**config.mk**
```make
export PLATFORM = sky130hd
export DESIGN_NAME = sidt_fifo
export DESIGN_NICKNAME = d
export VERILOG_FILES = /design/src/sidt_fifo.sv
export SDC_FILE = /design/constraint.sdc
export NUM_CORES = 1
export LEC_CHECK = 0
export ABC_AREA = 0
export BUFFER_PORTS_ARGS = -buffer_cell sky130_fd_sc_hd__buf_2
export CAP_MARGIN = 20
export CORE_UTILIZATION = 49
export CTS_BUF_LIST = sky130_fd_sc_hd__clkbuf_8 sky130_fd_sc_hd__clkbuf_16
export DETAILED_ROUTE_END_ITERATION = 16
export GPL_ROUTABILITY_DRIVEN = 0
export PLACE_DENSITY = 0.75
export SLEW_MARGIN = 15
export SYNTH_ARGS = -nofsm -noshare
export SYNTH_HDL_FRONTEND = slang
export SYNTH_SLANG_ARGS = --single-unit
export TNS_END_PERCENT = 20
```
**constraint.sdc**
```tcl
create_clock -name clk -period 2 [get_ports clk]
set_clock_uncertainty 0.1 [all_clocks]
set_input_delay 0.1 -clock clk [delete_from_list [all_inputs] [get_ports clk]]
set_output_delay 0.1 -clock clk [all_outputs]
set_load 0.02 [all_outputs]
```
**src/sidt_fifo.sv**
```systemverilog
// Small first-in first-out queue of registers, used between the stages.
`default_nettype none
module sidt_fifo #(
  parameter int WIDTH = 8,
  parameter int DEPTH = 2
) (
  input  wire logic             clk,
  input  wire logic             rst_n,
  input  wire logic             push,
  input  wire logic [WIDTH-1:0] wdata,
  output logic                  full,
  input  wire logic             pop,
  output logic [WIDTH-1:0]      rdata,
  output logic                  empty
);
  localparam int AW = (DEPTH > 1) ? $clog2(DEPTH) : 1;
  logic [WIDTH-1:0] mem_r [DEPTH];
  logic [AW-1:0] wp_r, rp_r;
  logic [AW:0] cnt_r;
  logic do_push, do_pop;

  assign full  = (cnt_r == (AW+1)'(DEPTH));
  assign empty = (cnt_r == '0);
  assign do_push = push && !full;
  assign do_pop  = pop && !empty;
  assign rdata = mem_r[rp_r];

  always_ff @(posedge clk) begin
    if (do_push) mem_r[wp_r] <= wdata;
    if (!rst_n) begin
      wp_r <= '0;
      rp_r <= '0;
      cnt_r <= '0;
    end else begin
      if (do_push) wp_r <= (wp_r == AW'(DEPTH-1)) ? '0 : wp_r + 1'b1;
      if (do_pop)  rp_r <= (rp_r == AW'(DEPTH-1)) ? '0 : rp_r + 1'b1;
      cnt_r <= cnt_r + (AW+1)'(do_push) - (AW+1)'(do_pop);
    end
  end
endmodule
`default_nettype wire

```
==> results of run 1 <==
through the flow:
stage	power (mW)	setup slack [ps]
finish	1.339	223.1
floorplan	0.9440	360.1
detailed placement	1.079	211.5
CTS	1.352	195.7
global route	1.422	107.1
global placement	1.063	308.9
final timing paths:
kind | startpoint | end | slack, ps | cells after the start
max | cnt_r[0] | cnt_r[1] | 220 | 8
min | push | wp_r | 80 | 3
max reg2reg | cnt_r[0] | cnt_r[1] | 220 | 8
min reg2reg | wp_r | wp_r | 390 | 2
cell usage in the layout, fill, tap and decap left out, drive strengths merged:
cell type / instances
nand2b: 2
ha: 2
mux2i: 1
xnor2: 1
xor2: 1
and3: 1
nor3: 1
mux2: 8
dfxtp: 5
buf: 22
inv: 4
o21a: 1
dlygate4sd3: 9
and2: 2
clkbuf: 3
nand2: 2
nor2: 5
edfxtp: 16
kinds of logic (layout without fill, tap and decap cells):
family	count (synthesis)	after routing
simple gates	13	13
xor+xnor	2	2
buf+inv	4	38
flops	21	21
compound gates	1	1
mux	9	9
fa+ha+maj	2	2
what timing repair did:
item | in CTS | in global routing
gates resized for setup | 0 | 0
endpoints found under the hold margin | 17 | 0
hold buffers | 9 | 0
sequential cells by signal (all words and copies together), names as in the netlist, named ones only:
register  cells
mem_r        16
cnt_r         2
rp_r          1
wp_r          1
worst max-delay path: stages, from the launching register on:
cell      delay (ps)
dfxtp_1          370
nand2b_1         170
nand2_1          110
ha_1             290
inv_1             40
ha_1             180
xor2_1           150
and2_2           180
nor3_1           120
layer usage:
layer	routed length, um	share of wire, %	vias to the layer above
li1	-	-	253
met1	529	40	233
met2	745	56	14
met3	39	2.9	2
met4	14	1.1	0
met5	0	0	-
power breakdown:
group | switching, mW | internal (mW) | total (mW) | leakage (nW)
Combinational | 0.240 | 0.205 | 0.445 | 0.243
Sequential | 0.0617 | 0.570 | 0.632 | 0.191
Clock | 0.126 | 0.137 | 0.263 | 0.0269
area by class of cell:
cell class | instances | area [um2] | share of cell area (%)
Sequential cell | 21 | 580.6 | 54.02
Tap cell | 16 | 20.02 | 1.863
Multi-Input combinational cell | 27 | 215.2 | 20.02
Clock buffer | 3 | 41.29 | 3.842
Inverter | 3 | 11.26 | 1.048
Timing Repair Buffer | 31 | 202.7 | 18.86
Clock inverter | 1 | 3.754 | 0.3492
==> impl_metrics.json, run 1 <==
{
  "numPortBuffers": 21,
  "cts.path.max_buffers": 2,
  "htree_levels": 1,
  "tns_ps": 0,
  "cts_root_buffer": "clkbuf_8",
  "instances_no_fill": 102,
  "synth_area_per_cell_um2": 15.62,
  "initial_core_util_pct": 53.28,
  "nets": 101,
  "vias": 502,
  "placed_area_um2": 939.7,
  "use_met3_pct": 6.383,
  "cp-start-kind": "register",
  "pwr_density_cell_nw_per_um2": 1246,
  "hold_viol": 0,
  "synth_xor_area_share_pct": 2.157,
  "busiest_layer": "met2",
  "detail-route-antenna-nets": 0,
  "path_max_fanout": 4,
  "yosysWarnings": 0,
  "holdWs_ps": 76.03,
  "path_clk_slew_ps": 70,
  "min_period_ps": 1777,
  "synth_area_um2": 812.0,
  "hold_path_class": "in -> reg",
  "syn_to_final_growth_pct": 32.36,
  "yosys.area_share.simple_pct": 7.858,
  "post-route-util_pct": 70.53,
  "post_cts_buffers": 0,
  "clock-sinks": 21,
  "met2_usage_pct": 32.12,
  "diodes": 0,
  "tightestPinTransition_ps": 364.3,
  "synthTopCellsByCount": "16 x edfxtp_1, 8 x mux2_2, 5 x dfxtp_1, 5 x nor2_1, 3 x inv_1",
  "post-dp-hpwl_um": 900.1,
  "grt_max_degree": 12,
  "ios": 22,
  "syn-instance-count": 52,
  "synth_top_flop_cell": "edfxtp_1",
  "routed_wl_mm": 1.328,
  "met1_usage_pct": 17.25,
  "dp.cells": 89,
  "synth-adder-area-share_pct": 3.082,
  "clock_latency_ps": 250,
  "grt_first_pass_wirelength_mm": 2.194,
  "syn_nets": 66,
  "synth_edf_count": 16,
  "maxSlewViolCount": 0,
  "timing.max_cap.violations": 0,
  "dieArea_um2": 1824,
  "drtPass1Iterations": 2,
  "ir_worst_vdd_mv": 0.6457,
  "fin_area_um2": 1075,
  "via_per_inst": 4.922,
  "nFillCells": 115,
  "min_period_over_period_pct": 88.84,
  "drc": 0,
  "synth_top_family_by_area": "multiplexers",
  "crit_type": "reg -> reg",
  "critPathArrivalTime_ps": 1860,
  "rows": 14,
  "synth_top_area_share_pct": 59.17,
  "grt_overflow_total": 0,
  "ys_seq_area_share_pct": 71.49,
  "rsz0062_at_grt": "false",
  "fp.dieH_um": 42.71,
  "yosys.area.top_type": "edfxtp_1",
  "synth_compound_area_share_pct": 1.079,
  "core-area_um2": 1524,
  "setup_viol": 0,
  "grt_usage_pct": 17.78,
  "required_ps": 2080,
  "synth_mux_area_share_pct": 12.33,
  "ys_ff_latch": 21,
  "clock.fmax_mhz": 562.8,
  "run_status": "completed",
  "async_reset_ff_share_pct": 0,
  "first_iter_violations": 12,
  "cts_tree": "built",
  "die_w_um": 42.71,
  "max-slew-margin-rel_pct": 75.68,
  "yosysMostFrequentCell": "edfxtp_1",
  "grt_antenna_before_repair": 0,
  "cp-end-kind": "register",
  "leakagePower_nw": 0.4605,
  "routedWlPerCell_um": 13.02,
  "synth_area_leaders": "edfxtp_1 59%, dfxtp_1 12%, mux2_2 11%",
  "synth.distinct_cells": 17,
  "drive_gt1_share_pct": 40.70,
  "grt_pass1_vias": 537,
  "cts_made_buffers": 3
}
(Power assumes the default switching activity.)
==> inputs of run 2 (changes only) <==
Settings changed: ABC_AREA 0 to 1, CORE_UTILIZATION 49 to 50, PLACE_DENSITY 0.75 to 0.76.
==> run 2 against run 1 <==
- the run now ends with DRC left
- first-iteration DRC count grew 8.3%
- die area is 4.1% higher
- final cell count grew 11%
- critical path depth increased by 2
- largest power group unchanged
==> impl_metrics.json, run 2 <==
{
  "run_status": "complete, but fails checks",
  "violations": "DRC",
  "rsz0062_at_grt": "false",
  "die_w_um": 43.59,
  "top_register": "mem_r",
  "cts_made_buffers": 3,
  "leakagePower_nw": 0.5113,
  "grt_overflow_total": 0,
  "synth_edf_count": 16,
  "synth_top_flop_cell": "edfxtp_1",
  "tns_ps": 0,
  "crit_type": "reg -> reg",
  "min_period_ps": 1671,
  "required_ps": 2050,
  "hold_path_class": "in -> reg",
  "min_period_over_period_pct": 83.53,
  "grt_max_degree": 12,
  "drc": 3,
  "hold_viol": 0,
  "path_clk_slew_ps": 70,
  "pwr_density_cell_nw_per_um2": 1206,
  "ctsHoldBuffers": 9,
  "cp-end-kind": "register",
  "core-area_um2": 1559,
  "yosys.area.top_type": "edfxtp_1",
  "cts_root_buffer": "clkbuf_8",
  "ir_worst_vdd_mv": 0.6378,
  "ys_seq_area_share_pct": 67.15,
  "grt_first_pass_wirelength_mm": 2.090,
  "clock.fmax_mhz": 598.6,
  "reg_top3": "mem_r x16, cnt_r x2",
  "p_total_mw": 1.352,
  "critPathArrivalTime_ps": 1720,
  "ios": 22,
  "grt_pass1_vias": 539,
  "synth_area_leaders": "edfxtp_1 56%, mux2_4 14%, dfxtp_1 12%",
  "fp.dieH_um": 43.59,
  "synthTopCellsByCount": "16 x edfxtp_1, 9 x inv_1, 9 x nand2_1",
  "cts.path.max_buffers": 2,
  "routed_wl_mm": 1.241,
  "diodes": 0,
  "post-dp-hpwl_um": 861.6,
  "synth.distinct_cells": 11,
  "htree_levels": 1,
  "drive_gt1_share_pct": 36.08,
  "routedWlPerCell_um": 10.98,
  "nets": 112,
  "timing.max_cap.violations": 0,
  "cts-resized-gates": 0,
  "detail-route-antenna-nets": 0,
  "cp-start-kind": "register",
  "drtPass1Iterations": 10,
  "yosysMostFrequentCell": "edfxtp_1",
  "yosysWarnings": 0,
  "synth_area_per_cell_um2": 13.72,
  "vias": 546,
  "post_cts_buffers": 0,
  "initial_core_util_pct": 55.46,
  "via_per_inst": 4.832,
  "grt_antenna_before_repair": 0,
  "syn-instance-count": 63,
  "clock_latency_ps": 250,
  "dieArea_um2": 1900,
  "nFillCells": 111,
  "grt_usage_pct": 15.08,
  "syn_to_final_growth_pct": 29.67,
  "synth_top_area_share_pct": 55.57,
  "tightestPinTransition_ps": 491.4,
  "ys_ff_latch": 21,
  "rows": 14,
  "first_iter_violations": 13,
  "max-slew-margin-rel_pct": 67.20,
  "path_max_fanout": 4,
  "largest_reg_flops": 16,
  "maxSlewViolCount": 0,
  "numPortBuffers": 21,
  "cts_tree": "built",
  "final_common_cell": "buf_2",
  "setup_viol": 0,
  "clock-sinks": 21,
  "async_reset_ff_share_pct": 0,
  "final_cell_mix": "21 x buf_2, 16 x edfxtp_1, 10 x inv_1, 9 x nand2_1, 9 x dlygate4sd3_1",
  "synth_area_um2": 864.6,
  "syn_nets": 77
}
## run 2: cell count changes after synthesis, moves of 2 or more
cell and delta:
a21oi_1 +2, inv_1 +6, mux2_2 -8, mux2_4 +8
nand2_1 +7, nand2b_1 -2, nand3_1 +3, nor2_2 +2
## run 2: power breakdown
| group | leakage (nW) | switching, mW | internal [mW] | total, mW |
|---|---|---|---|---|
| Sequential | 0.191 | 0.0596 | 0.562 | 0.621 |
| Combinational | 0.294 | 0.256 | 0.216 | 0.472 |
| Clock | 0.0269 | 0.122 | 0.136 | 0.258 |
| Total | 0.511 | 0.438 | 0.914 | 1.35 |
## run 2: final timing paths
kind              startpoint  slack (ps)  endpoint  cells after the start
setup reg to reg    cnt_r[0]         330  cnt_r[1]                     10
hold / removal          push          40      wp_r                      3
hold reg to reg         rp_r         410      rp_r                      2
setup / recovery    cnt_r[0]         330  cnt_r[1]                     10
## run 2: through the flow
stage / hold WS (ps) / util [%] / cell area (um2) / instances / worst slack (ps)
floorplan: 93.45 / - / 864.6 / 63 / 407.4
global placement: 186.8 / 63.24 / 985.9 / 100 / 427.1
detailed placement: 192.0 / 63.24 / 985.9 / 100 / 348.9
CTS: 31.84 / 71.91 / 1121 / 113 / 310.8
global route: 72.92 / 71.91 / 1121 / 113 / 180.6
finish: 37.17 / 71.91 / 1121 / 113 / 329.5
## run 2: per-layer routing
metal	part of all wire, %	vias to the layer above	global-route usage [%]
met5	0	-	0
met4	0.64	0	8.125
met3	6.6	2	5.000
met1	43	250	17.09
met2	49	16	25.07
li1	-	278	-
## run 2: layout make-up
type	instances	area, um2	area share, %
Clock buffer	3	41.29	3.683
Tap cell	16	20.02	1.786
Timing Repair Buffer	31	202.7	18.08
Sequential cell	21	580.6	51.79
Clock inverter	1	3.754	0.3348
Inverter	9	33.78	3.013
Multi-Input combinational cell	32	239.0	21.32
## run 2: critical path: stages, from the launching register on
cell     delay [ps]
dfxtp_1         370
inv_1            70
nand2_1         120
nand2_1          90
ha_1            280
inv_1            40
ha_1            180
inv_1            50
nand2_1          60
a21oi_1         150
nor2_1           60
## run 2: kinds of logic (layout without fill, tap and decap cells)
| kind of cell | count (synthesis) | after routing | synth area share, % |
|---|---|---|---|
| adder cells (fa/ha/maj) | 2 | 2 | 2.894 |
| AO/OA/AOI/OAI | 2 | 2 | 1.158 |
| AND/OR/NAND/NOR | 20 | 20 | 9.695 |
| buffers and inverters | 10 | 44 | 5.209 |
| multiplexers | 8 | 8 | 13.89 |
| flip-flops | 21 | 21 | 67.15 |
==> inputs of run 3 (changes only) <==
Clock period 2 ns to 1.7 ns, I/O delays scaled along.
==> run 3 against run 2 <==
- the flow still finishes with violations (DRC)
- non-clock buffer count is 1 higher
- via count is 3.5% higher
- sequential share of layout area is 1.0 points lower
- critical path depth is 1 higher
- utilization is 1.6 points higher
- global-route usage is 0.18 points lower
- total power is 22% higher
- setup slack worse by 210 ps
- sequential cell count stayed put
- critical path type unchanged
- critical endpoint unchanged
- largest cell class unchanged
==> impl_metrics.json, run 3 (synthesis results as in run 2) <==
{
  "holdWs_ps": 35.99,
  "post-dp-hpwl_um": 886.5,
  "multi_input_area_um2": 255.2,
  "dieArea_um2": 1900,
  "fp.dieH_um": 43.59,
  "nets": 113,
  "ir_worst_vdd_mv": 0.8564,
  "hold_viol": 0,
  "tightestPinTransition_ps": 491.6,
  "final_cell_mix": "21 x buf_2, 16 x edfxtp_1, 9 x inv_1, 9 x dlygate4sd3_1, 8 x mux2_4",
  "pre_cts_slack_ps": 69.05,
  "r2r_slack_ps": 120,
  "clock_latency_ps": 250,
  "grt_pass1_vias": 531,
  "layout_setup_ws_ps": 122.8,
  "grt_max_degree": 12,
  "worstPathCellList": "inv_2 -> nand2_2 -> nand2_2 -> ha_1 -> inv_1 -> ha_1 -> inv_1 -> nand2_2 -> nand3_2 -> nand2_1 -> nor2_1",
  "rows": 14,
  "min_period_over_period_pct": 92.78,
  "path_max_fanout": 4,
  "leakagePower_nw": 0.5201,
  "clock-sinks": 21,
  "timing.max_cap.violations": 0,
  "critPathArrivalTime_ps": 1660,
  "violations": "DRC",
  "min_period_ps": 1577,
  "max-slew-margin-rel_pct": 67.18,
  "die_w_um": 43.59,
  "tns_ps": 0,
  "cp-start-kind": "register",
  "grt_first_pass_wirelength_mm": 2.056,
  "cts.path.max_buffers": 2,
  "cts_tree": "built",
  "fin_area_um2": 1146,
  "cp-end-kind": "register",
  "diodes": 0,
  "initial_core_util_pct": 55.46,
  "post-route-util_pct": 73.52,
  "routedWlPerCell_um": 11.67,
  "cts_made_buffers": 3,
  "dp.cells": 100,
  "via_per_inst": 4.956,
  "drc": 3,
  "register_area_um2": 581.8,
  "routed_wl_mm": 1.330,
  "instances_no_fill": 114,
  "ios": 22,
  "detail-route-antenna-nets": 0,
  "syn_to_final_growth_pct": 32.56,
  "numPortBuffers": 21,
  "nFillCells": 99,
  "pwr_density_cell_nw_per_um2": 1441,
  "placed_area_um2": 985.9,
  "clock.fmax_mhz": 634.0,
  "reg_top3": "mem_r x16, cnt_r x2",
  "drive_gt1_share_pct": 43.88,
  "cp_common_cell": "nand2_2",
  "path_clk_slew_ps": 70,
  "crit_type": "reg -> reg",
  "vias": 565,
  "hold_path_class": "in -> reg",
  "drtPass1Iterations": 10,
  "setup_viol": 0,
  "maxSlewViolCount": 0,
  "top_register": "mem_r",
  "largest_reg_flops": 16,
  "first_iter_violations": 8,
  "grt_antenna_before_repair": 0,
  "p_total_mw": 1.651,
  "required_ps": 1790,
  "core-area_um2": 1559,
  "crit_slowest_cell": "dfxtp_2",
  "critical_path.max_stage_delay_ps": 360,
  "grt_overflow_total": 0,
  "cts_root_buffer": "clkbuf_8",
  "final_common_cell": "buf_2",
  "grt_usage_pct": 14.91,
  "run_status": "complete, but fails checks",
  "htree_levels": 1
}
[run 3: changes by cell type in the layout (fill, tap and decap cells not counted), sizes merged]
| cell | delta |
|---|---|
| buf | +1 |
[run 3: cell type report]
| class | instances | area share, % |
|---|---|---|
| Sequential cell | 21 | 50.76 |
| Timing Repair Buffer | 32 | 18.34 |
| Clock buffer | 3 | 3.603 |
| Clock inverter | 1 | 0.3275 |
| Multi-Input combinational cell | 32 | 22.27 |
| Tap cell | 16 | 1.747 |
| Inverter | 9 | 2.948 |
[run 3: metal layers]
layer  wire, um  global-route usage [%]  vias to the layer above
met3         53                   3.750                        0
met4          0                   3.750                        0
li1           -                       -                      279
met1        545                   15.69                      272
met2        730                   28.96                       14
met5          0                       0                        -
[run 3: what timing repair did]
item,in CTS,in global routing
endpoints found under the setup margin,0,1
endpoints found under the hold margin,18,0
setup buffers,0,1
hold buffers,9,0
gates resized for setup,0,7
[run 3: where the power goes]
part | total (mW) | internal [mW] | switching [mW]
Sequential | 0.740 | 0.664 | 0.0762
Combinational | 0.609 | 0.279 | 0.330
Clock | 0.303 | 0.160 | 0.142
[run 3: worst paths after layout]
check | from | to | cells after the start
worst max register to register | cnt_r[0] | cnt_r[1] | 11
worst min-delay path | pop | register | 4
worst max-delay path | cnt_r[0] | cnt_r[1] | 11
worst min register to register | rp_r | register | 2
[run 3: critical path, delay by kind of cell, from the launching register on]
kind	cells	cell delay, ps
buf+inv	3	150
simple gates	6	450
flops	1	360
fa+ha+maj	2	450
